$ cat config.mk
export PLATFORM = sky130hd
export DESIGN_NAME = alignment_flag_statistics
export DESIGN_NICKNAME = d
export VERILOG_FILES = /design/src/hdl/afs_pkg.sv /design/src/hdl/afs_decode.sv /design/src/hdl/afs_counter_bank.sv /design/src/hdl/alignment_flag_statistics.sv
export VERILOG_INCLUDE_DIRS = /design/src /design/src/hdl
export SDC_FILE = /design/constraint.sdc
export NUM_CORES = 2
export LEC_CHECK = 0
export ABC_CLOCK_PERIOD_IN_PS = 5800
export BUFFER_PORTS_ARGS = -buffer_cell sky130_fd_sc_hd__clkbuf_2
export CORE_AREA = 2 2 424 426
export CTS_BUF_LIST = sky130_fd_sc_hd__clkbuf_4
export CTS_CLUSTER_DIAMETER = 150
export DETAILED_ROUTE_END_ITERATION = 7
export DIE_AREA = 0 0 426 428
export PLACE_DENSITY = 0.77
export SYNTH_ARGS = -nofsm -noshare
export SYNTH_HDL_FRONTEND = slang
export SYNTH_SLANG_ARGS = --single-unit
$ cat constraint.sdc
create_clock -name clk -period 5.8 [get_ports clk]
set_input_delay 1.45 -clock clk [delete_from_list [all_inputs] [get_ports clk]]
set_output_delay 1.45 -clock clk [all_outputs]
set_load 0.01 [all_outputs]
$ cat src/hdl/alignment_flag_statistics_assert.svh
// Assertion macros for the alignment flag statistics block.
// Used by the top level; needs clk and rst_n in the scope of the caller.
`ifndef ALIGNMENT_FLAG_STATISTICS_ASSERT_SVH
`define ALIGNMENT_FLAG_STATISTICS_ASSERT_SVH

// The consequent must hold in the same cycle as the antecedent.
`define AFS_ASSERT_NOW(label, ante, cons) \
    label: assert property (@(posedge clk) disable iff (!rst_n) (ante) |-> (cons)) \
        else $error("afs: same-cycle check failed");

// The consequent must hold in the cycle after the antecedent.
`define AFS_ASSERT_NEXT(label, ante, cons) \
    label: assert property (@(posedge clk) disable iff (!rst_n) (ante) |=> (cons)) \
        else $error("afs: next-cycle check failed");

`endif

$ cat src/hdl/afs_pkg.sv
// Shared types and constants for the alignment flag statistics block.
// No dependencies; imported by every module of the block.
`default_nettype none

package afs_pkg;

    localparam int COUNTER_BITS_DEF = 48;
    localparam int OUT_W            = 48;
    localparam int NUM_STATS        = 16;
    localparam int STAT_IDX_W       = 4;
    localparam int CMD_W            = 2;
    localparam int FLAG_W           = 12;
    localparam int REF_W            = 32;
    localparam int MAPQ_W           = 8;

    localparam logic [MAPQ_W-1:0] MAPQ_LIMIT = 8'd5;

    // Command codes.
    localparam logic [CMD_W-1:0] CMD_COUNT = 2'd0;
    localparam logic [CMD_W-1:0] CMD_READ  = 2'd1;
    localparam logic [CMD_W-1:0] CMD_CLEAR = 2'd2;

    // SAM flag bit positions.
    localparam int FB_PAIRED     = 0;
    localparam int FB_PROPER     = 1;
    localparam int FB_UNMAPPED   = 2;
    localparam int FB_MATE_UNMAP = 3;
    localparam int FB_READ1      = 6;
    localparam int FB_READ2      = 7;
    localparam int FB_SECONDARY  = 8;
    localparam int FB_QCFAIL     = 9;
    localparam int FB_DUP        = 10;
    localparam int FB_SUPPL      = 11;

    // Statistic indexes.
    localparam int ST_TOTAL       = 0;
    localparam int ST_PRIMARY     = 1;
    localparam int ST_SECONDARY   = 2;
    localparam int ST_SUPPL       = 3;
    localparam int ST_DUP         = 4;
    localparam int ST_PRIM_DUP    = 5;
    localparam int ST_MAPPED      = 6;
    localparam int ST_PRIM_MAPPED = 7;
    localparam int ST_PAIRED      = 8;
    localparam int ST_READ1       = 9;
    localparam int ST_READ2       = 10;
    localparam int ST_PROPER      = 11;
    localparam int ST_BOTH_MAPPED = 12;
    localparam int ST_SINGLETON   = 13;
    localparam int ST_DIFF_REF    = 14;
    localparam int ST_DIFF_REF_Q5 = 15;

    // Which statistics one record bumps, and on which side (1 = QC failed).
    typedef struct packed {
        logic [NUM_STATS-1:0] hit;
        logic                 side;
    } afs_bump_t;

endpackage

`default_nettype wire

$ cat src/hdl/afs_decode.sv
// Flag decoder: turns one record into the set of statistics it counts in.
// Depends on afs_pkg.
`default_nettype none

module afs_decode (
    input  wire logic [afs_pkg::FLAG_W-1:0] flag_word,
    input  wire logic signed [afs_pkg::REF_W-1:0] ref_id,
    input  wire logic signed [afs_pkg::REF_W-1:0] mate_ref_id,
    input  wire logic [afs_pkg::MAPQ_W-1:0] map_quality,
    output afs_pkg::afs_bump_t              bump
);
    import afs_pkg::*;

    logic secondary;
    logic suppl;
    logic primary;
    logic paired;
    logic mapped;
    logic mate_aligned;
    logic dup;
    logic pp;
    logic both;
    logic diff_ref;

    always_comb
    begin
        secondary    = flag_word[FB_SECONDARY];
        suppl        = !secondary && flag_word[FB_SUPPL];
        primary      = !secondary && !suppl;
        paired       = flag_word[FB_PAIRED];
        mapped       = !flag_word[FB_UNMAPPED];
        mate_aligned = !flag_word[FB_MATE_UNMAP];
        dup          = flag_word[FB_DUP];
        pp           = primary && paired;
        both         = pp && mapped && mate_aligned;
        diff_ref     = both && (ref_id != mate_ref_id);

        bump.side                 = flag_word[FB_QCFAIL];
        bump.hit                  = '0;
        bump.hit[ST_TOTAL]        = 1'b1;
        bump.hit[ST_PRIMARY]      = primary;
        bump.hit[ST_SECONDARY]    = secondary;
        bump.hit[ST_SUPPL]        = suppl;
        bump.hit[ST_DUP]          = dup;
        bump.hit[ST_PRIM_DUP]     = primary && dup;
        bump.hit[ST_MAPPED]       = mapped;
        bump.hit[ST_PRIM_MAPPED]  = primary && mapped;
        bump.hit[ST_PAIRED]       = pp;
        bump.hit[ST_READ1]        = pp && flag_word[FB_READ1];
        bump.hit[ST_READ2]        = pp && flag_word[FB_READ2];
        bump.hit[ST_PROPER]       = pp && flag_word[FB_PROPER] && mapped;
        bump.hit[ST_BOTH_MAPPED]  = both;
        bump.hit[ST_SINGLETON]    = pp && mapped && !mate_aligned;
        bump.hit[ST_DIFF_REF]     = diff_ref;
        bump.hit[ST_DIFF_REF_Q5]  = diff_ref && (map_quality >= MAPQ_LIMIT);
    end

endmodule

`default_nettype wire

$ cat src/hdl/afs_counter_bank.sv
// Bank of saturating QC-passed and QC-failed counters, one pair per statistic.
// Depends on afs_pkg.
`default_nettype none

module afs_counter_bank #(
    parameter int COUNTER_BITS = afs_pkg::COUNTER_BITS_DEF
) (
    input  wire logic                           clk,
    input  wire logic                           rst_n,
    input  wire logic                           count_en,
    input  wire logic                           clear_en,
    input  wire afs_pkg::afs_bump_t             bump,
    input  wire logic [afs_pkg::STAT_IDX_W-1:0] rd_index,
    output logic [afs_pkg::OUT_W-1:0]           rd_passed,
    output logic [afs_pkg::OUT_W-1:0]           rd_failed
);
    import afs_pkg::*;

    localparam logic [COUNTER_BITS-1:0] CNT_MAX = {COUNTER_BITS{1'b1}};

    logic [COUNTER_BITS-1:0] pass_reg  [NUM_STATS];
    logic [COUNTER_BITS-1:0] fail_reg  [NUM_STATS];
    logic [COUNTER_BITS-1:0] pass_next [NUM_STATS];
    logic [COUNTER_BITS-1:0] fail_next [NUM_STATS];

    always_comb
    begin
        for (int i = 0; i < NUM_STATS; i++)
        begin
            pass_next[i] = pass_reg[i];
            fail_next[i] = fail_reg[i];
            if (clear_en)
            begin
                pass_next[i] = '0;
                fail_next[i] = '0;
            end
            else if (count_en && bump.hit[i])
            begin
                // A full counter holds at its maximum.
                if (!bump.side && (pass_reg[i] != CNT_MAX))
                begin
                    pass_next[i] = pass_reg[i] + COUNTER_BITS'(1);
                end
                if (bump.side && (fail_reg[i] != CNT_MAX))
                begin
                    fail_next[i] = fail_reg[i] + COUNTER_BITS'(1);
                end
            end
        end
    end

    always_ff @(posedge clk or negedge rst_n)
    begin
        if (!rst_n)
        begin
            for (int i = 0; i < NUM_STATS; i++)
            begin
                pass_reg[i] <= '0;
                fail_reg[i] <= '0;
            end
        end
        else
        begin
            for (int i = 0; i < NUM_STATS; i++)
            begin
                pass_reg[i] <= pass_next[i];
                fail_reg[i] <= fail_next[i];
            end
        end
    end

    assign rd_passed = OUT_W'(pass_reg[rd_index]);
    assign rd_failed = OUT_W'(fail_reg[rd_index]);

endmodule

`default_nettype wire

$ cat src/hdl/alignment_flag_statistics.sv
// Read path: a read beat is held in the input register, then its result is
// presented from the result register (input register, then result register).
// Throughput: one beat per cycle; the input stalls only when a read beat
// waits on a result register that is full and stalled.
// Reset: asynchronous, active low; all counters and valids clear at once.
// Top level of the alignment flag statistics block; uses afs_pkg, afs_decode
// and afs_counter_bank.
`default_nettype none

module alignment_flag_statistics #(
    parameter int COUNTER_BITS = afs_pkg::COUNTER_BITS_DEF
) (
    input  wire logic                           clk,
    input  wire logic                           rst_n,
    input  wire logic                           item_valid,
    output logic                                item_stall,
    input  wire logic [afs_pkg::CMD_W-1:0]      cmd,
    input  wire logic [afs_pkg::FLAG_W-1:0]     flag_word,
    input  wire logic signed [afs_pkg::REF_W-1:0] ref_id,
    input  wire logic signed [afs_pkg::REF_W-1:0] mate_ref_id,
    input  wire logic [afs_pkg::MAPQ_W-1:0]     map_quality,
    input  wire logic [afs_pkg::STAT_IDX_W-1:0] stat_index,
    output logic                                result_valid,
    input  wire logic                           result_stall,
    output logic [afs_pkg::OUT_W-1:0]           passed_count,
    output logic [afs_pkg::OUT_W-1:0]           failed_count
);
    import afs_pkg::*;

    logic                          a_valid_reg;
    logic                          a_valid_next;
    logic [CMD_W-1:0]              a_cmd_reg;
    logic [FLAG_W-1:0]             a_flag_reg;
    logic signed [REF_W-1:0]       a_ref_reg;
    logic signed [REF_W-1:0]       a_mref_reg;
    logic [MAPQ_W-1:0]             a_mapq_reg;
    logic [STAT_IDX_W-1:0]         a_idx_reg;
    logic                          a_move;
    logic                          item_accept;

    logic                          res_valid_reg;
    logic                          res_valid_next;
    logic [OUT_W-1:0]              res_pass_reg;
    logic [OUT_W-1:0]              res_fail_reg;

    afs_bump_t                     bump;
    logic [OUT_W-1:0]              rd_passed;
    logic [OUT_W-1:0]              rd_failed;
    logic                          read_move;

    // Only a read beat can be held, and only behind a full, stalled result.
    assign item_stall  = a_valid_reg && (a_cmd_reg == CMD_READ)
                         && res_valid_reg && result_stall;
    assign a_move      = a_valid_reg && !item_stall;
    assign item_accept = item_valid && !item_stall;
    assign read_move   = a_move && (a_cmd_reg == CMD_READ);

    always_comb
    begin
        a_valid_next = a_valid_reg;
        if (item_accept)
        begin
            a_valid_next = 1'b1;
        end
        else if (a_move)
        begin
            a_valid_next = 1'b0;
        end

        res_valid_next = res_valid_reg;
        if (read_move)
        begin
            res_valid_next = 1'b1;
        end
        else if (res_valid_reg && !result_stall)
        begin
            res_valid_next = 1'b0;
        end
    end

    always_ff @(posedge clk or negedge rst_n)
    begin
        if (!rst_n)
        begin
            a_valid_reg   <= 1'b0;
            res_valid_reg <= 1'b0;
        end
        else
        begin
            a_valid_reg   <= a_valid_next;
            res_valid_reg <= res_valid_next;
        end
    end

    always_ff @(posedge clk)
    begin
        if (item_accept)
        begin
            a_cmd_reg  <= cmd;
            a_flag_reg <= flag_word;
            a_ref_reg  <= ref_id;
            a_mref_reg <= mate_ref_id;
            a_mapq_reg <= map_quality;
            a_idx_reg  <= stat_index;
        end
        if (read_move)
        begin
            res_pass_reg <= rd_passed;
            res_fail_reg <= rd_failed;
        end
    end

    afs_decode u_decode (
        .flag_word   (a_flag_reg),
        .ref_id      (a_ref_reg),
        .mate_ref_id (a_mref_reg),
        .map_quality (a_mapq_reg),
        .bump        (bump)
    );

    afs_counter_bank #(
        .COUNTER_BITS (COUNTER_BITS)
    ) u_bank (
        .clk       (clk),
        .rst_n     (rst_n),
        .count_en  (a_move && (a_cmd_reg == CMD_COUNT)),
        .clear_en  (a_move && (a_cmd_reg == CMD_CLEAR)),
        .bump      (bump),
        .rd_index  (a_idx_reg),
        .rd_passed (rd_passed),
        .rd_failed (rd_failed)
    );

    assign result_valid = res_valid_reg;
    assign passed_count = res_pass_reg;
    assign failed_count = res_fail_reg;

`include "alignment_flag_statistics_assert.svh"

    `AFS_ASSERT_NOW(a_stall_needs_beat, item_stall, a_valid_reg)
    `AFS_ASSERT_NOW(a_count_never_stalls, a_valid_reg && (a_cmd_reg == CMD_COUNT), !item_stall)
    `AFS_ASSERT_NEXT(a_read_gives_result, read_move, res_valid_reg)

endmodule

`default_nettype wire
==> key figures <==
Run status
  • Status: complete, no violations

Worst setup path
  • Delay-heaviest family, CP: flip-flops
  • Crit path kind: flip-flop to output pin
  • Worst reg2reg startpoint: a_cmd_reg[1]$_DFFE_PP_
  • Worst path max stage delay: ~0.77 ns
  • Reg2Reg Depth: 6
  • Crit path max fanout: 16
  • Reg-to-reg endpoint: u_bank.fail_reg[87]$_DFFE_PN0P_
  • Worst path slowest cell: edfxtp_1
  • Worst setup SP type: flip-flop
  • WP data required: ~4.4 ns
  • Worst path cell trace: clkinv_1 -> nand3_1 -> nor2_1 -> clkbuf_2
  • R2R Setup Slk: 1.32 ns
  • WP data arrival: between 3 and 4 ns
  • Crit path depth: 4
  • Crit path buf inv count: 2
  • Setup crit end kind: output pin

Cells and area
  • Multi-input logic area: slightly above 50000 um2
  • Share of layout cells above drive strength 1: 0.1520
  • Final nets: approximately 10000
  • Most frequent cells in the layout: 1538 x dfrtp_1, 1510 x nor2_1, 696 x xor2_1, 666 x clkbuf_4, 639 x nand3_1
  • Area grow syn2layout: 9.600%
  • Reg area: about 44000 um2
  • # fillers: 14610
  • Filler-free cell count of the finished design: 12670
  • Most common cell after layout, fill and taps aside: dfrtp_1

Yosys
  • Synth Area in Compound Gates: 0.04479
  • Post-synth ARST share: 0.8931
  • Largest family of logic cells by synthesized area: simple AND/OR/NAND/NOR gates
  • Main flop type after synthesis: dfrtp_1
  • Syn Area/Cell: 10.09 um2
  • Synthesized flop and latch total: roughly 1700
  • Synth unique cells: 82
  • Cell taking the most area after synthesis: dfrtp_1
  • Xor and xnor fraction of the mapped netlist area: 0.1128
  • Synth top area share: 0.3964
  • Mux contribution to synthesized area: 0.1133
  • Simple-Gate Fraction of Synth Area: 0.2479
  • Syn Nets: about 9700
  • Number of synthesized flops with an enable pin: 184
  • Synth Cell Area: around 97000 um2
  • Number of synthesis warnings: 0
  • Post-synthesis sequential area ratio: 0.4533
  • Synth Area in Adders: 0.004124
  • Syn Inst Count: between 9000 and 10000
  • Largest cells by area after synthesis: dfrtp_1 40%, mux4_2 11%, xor2_1 6.3%

Placed design
  • Inst Count DP: ~12000
  • Port Buffers: about 190
  • Detail Placement HPWL: about 220000 um
  • GP Congestion: slightly above 1

GRT
  • First-pass GRT wire length: around 470000 um
  • GR Overflow Total: 0
  • Antenna violations before repair: 33
  • Gr usage total: 0.3343
  • Largest net degree at the start of global routing: a little over 200
  • Vias in the first global route: between 70000 and 80000

Floorplanning
  • Die Ht: ~430 um
  • Die Span X: about 430 um
  • Effective utilization at floorplan: 0.5465
  • Io pins: roughly 190
  • Die ar.: between 150000 and 200000 um2
  • Rows: ~160
  • Core box area: approximately 180000 um2

Timing
  • Final period util: 0.8981
  • Slew @ Worst Pin: roughly 1.3 ns
  • Slew Limit Fails: 0
  • Relative slew slack: 0.09755
  • Endpoints failing hold: 0
  • Final setup viols: 0
  • Final setup TNS: 0 ns
  • Clock skew: around 0.16 ns
  • Period minus WS final: ~5.2 ns
  • RSZ-0062 raised after global routing: false
  • Peak Freq: ~0.19 GHz

Clock network
  • Post-CTS setup buffer count: 0
  • Clk sinks: about 1700
  • Htree depth: 5
  • CTS root buf: clkbuf_4
  • CTS tree: built
  • Worst-path clk slew: around 0.07 ns
  • Clock Latency Late Sink: roughly 1.5 ns
  • TritonCTS buffer count: roughly 460
  • Max clock buf depth: 4

Detailed routing
  • Drc violations: 0
  • DR vias: slightly above 80000
  • Final wirelength: between 300000 and 400000 um
  • Starting DRT DRC Count: between 10000 and 15000
  • Detailed-router iteration count before antenna repair: 8
  • Post-route ant nets: 0
  • DR vias/cell: 6.505
  • DR WL/cell: roughly 24 um

Pwr
  • Leak pwr: between 0.04 and 0.05 uW
  • P per Cell Area: about 230 nW/um2
  • Worst vdd ir: 0.1848 mV

Hold path
  • Worst hold path type: primary input to flip-flop
  • Min-delay src: mate_ref_id[1]
  • Hold path cells: 1
  • Hold EP: a_mref_reg[1]$_DFFE_PP_

Flow run
  • Max-Cap Viols: 0
## worst max-delay path by stage
| stage | from | slack [ns] | to |
|---|---|---|---|
| 2_1_floorplan | result_stall | 1.29 | failed_count[0]$_DFFE_PP_ |
| 3_3_place_gp | a_cmd_reg[1]$_DFFE_PP_ | 1.74 | u_bank.fail_reg[226]$_DFFE_PN0P_ |
| 3_5_place_dp | a_flag_reg[0]$_DFFE_PP_ | 1.63 | u_bank.fail_reg[87]$_DFFE_PN0P_ |
| 4_1_cts | a_cmd_reg[1]$_DFFE_PP_ | 0.60 | item_stall |
| 5_1_grt | a_cmd_reg[1]$_DFFE_PP_ | 0.54 | item_stall |
| 6_report | a_cmd_reg[1]$_DFFE_PP_ | 0.59 | item_stall |
## where the power goes
part	internal [uW]	switching [uW]	total [uW]
Combinational	356	822	1180
Clock	5380	5330	10700
Sequential	12300	147	12500
Total	18100	6300	24400
## per-layer routing
metal	GRT usage	part of all wire
met1	0.4251	0.36
met2	0.4997	0.45
met3	0.09113	0.11
met4	0.2259	0.075
met5	0	0.00041
## per-stage QoR
step	instance area (um2)	setup slack, ns	hold slack (ns)	utilization	power [uW]
floorplan	97100	1.286	0.4515	-	13280
global placement	100700	1.741	0.5048	0.5667	13830
detailed placement	100700	1.628	0.5074	0.5667	13860
finish	106400	0.5911	0.1791	0.5990	24360
CTS	106400	0.5989	0.08195	0.5987	24520
global route	106400	0.5426	0.08594	0.5989	25280
## synth_stat cells, types with 168 or more instances
master    instances
nand4_1         535
xor2_1          696
nor4_1          188
edfxtp_1        184
mux4_2          480
nand2_1         632
clkbuf_1        407
nor3_1          318
or3_1           219
a21oi_1         268
nor2_1         1512
xnor2_1         555
dfrtp_1        1538
and4_1          168
and3_1          275
nand3_1         639
o21ai_0         231
## kinds of logic after synthesis
group           count (synthesis)
compound gates                729
xor+xnor                     1251
fa+ha+maj                      32
buf+inv                       606
flops                        1722
mux                           499
simple gates                 4779
## layout make-up
type                       count  area share
multi-input combinational   7290      0.4783
sequential                  1722      0.4136
clock buffer                 666     0.04698
tap                         2355     0.02769
timing repair buffer         315     0.02135
clock inverter               146    0.006338
inverter                     148    0.005221
antenna                       23   0.0005409
## repair_timing
action | in CTS | in global routing
resized for setup | 0 | 0
hold endpoints to repair | 40 | 0
hold buffers | 1 | 0
No activity file was read; power rests on OpenSTA's default activity.
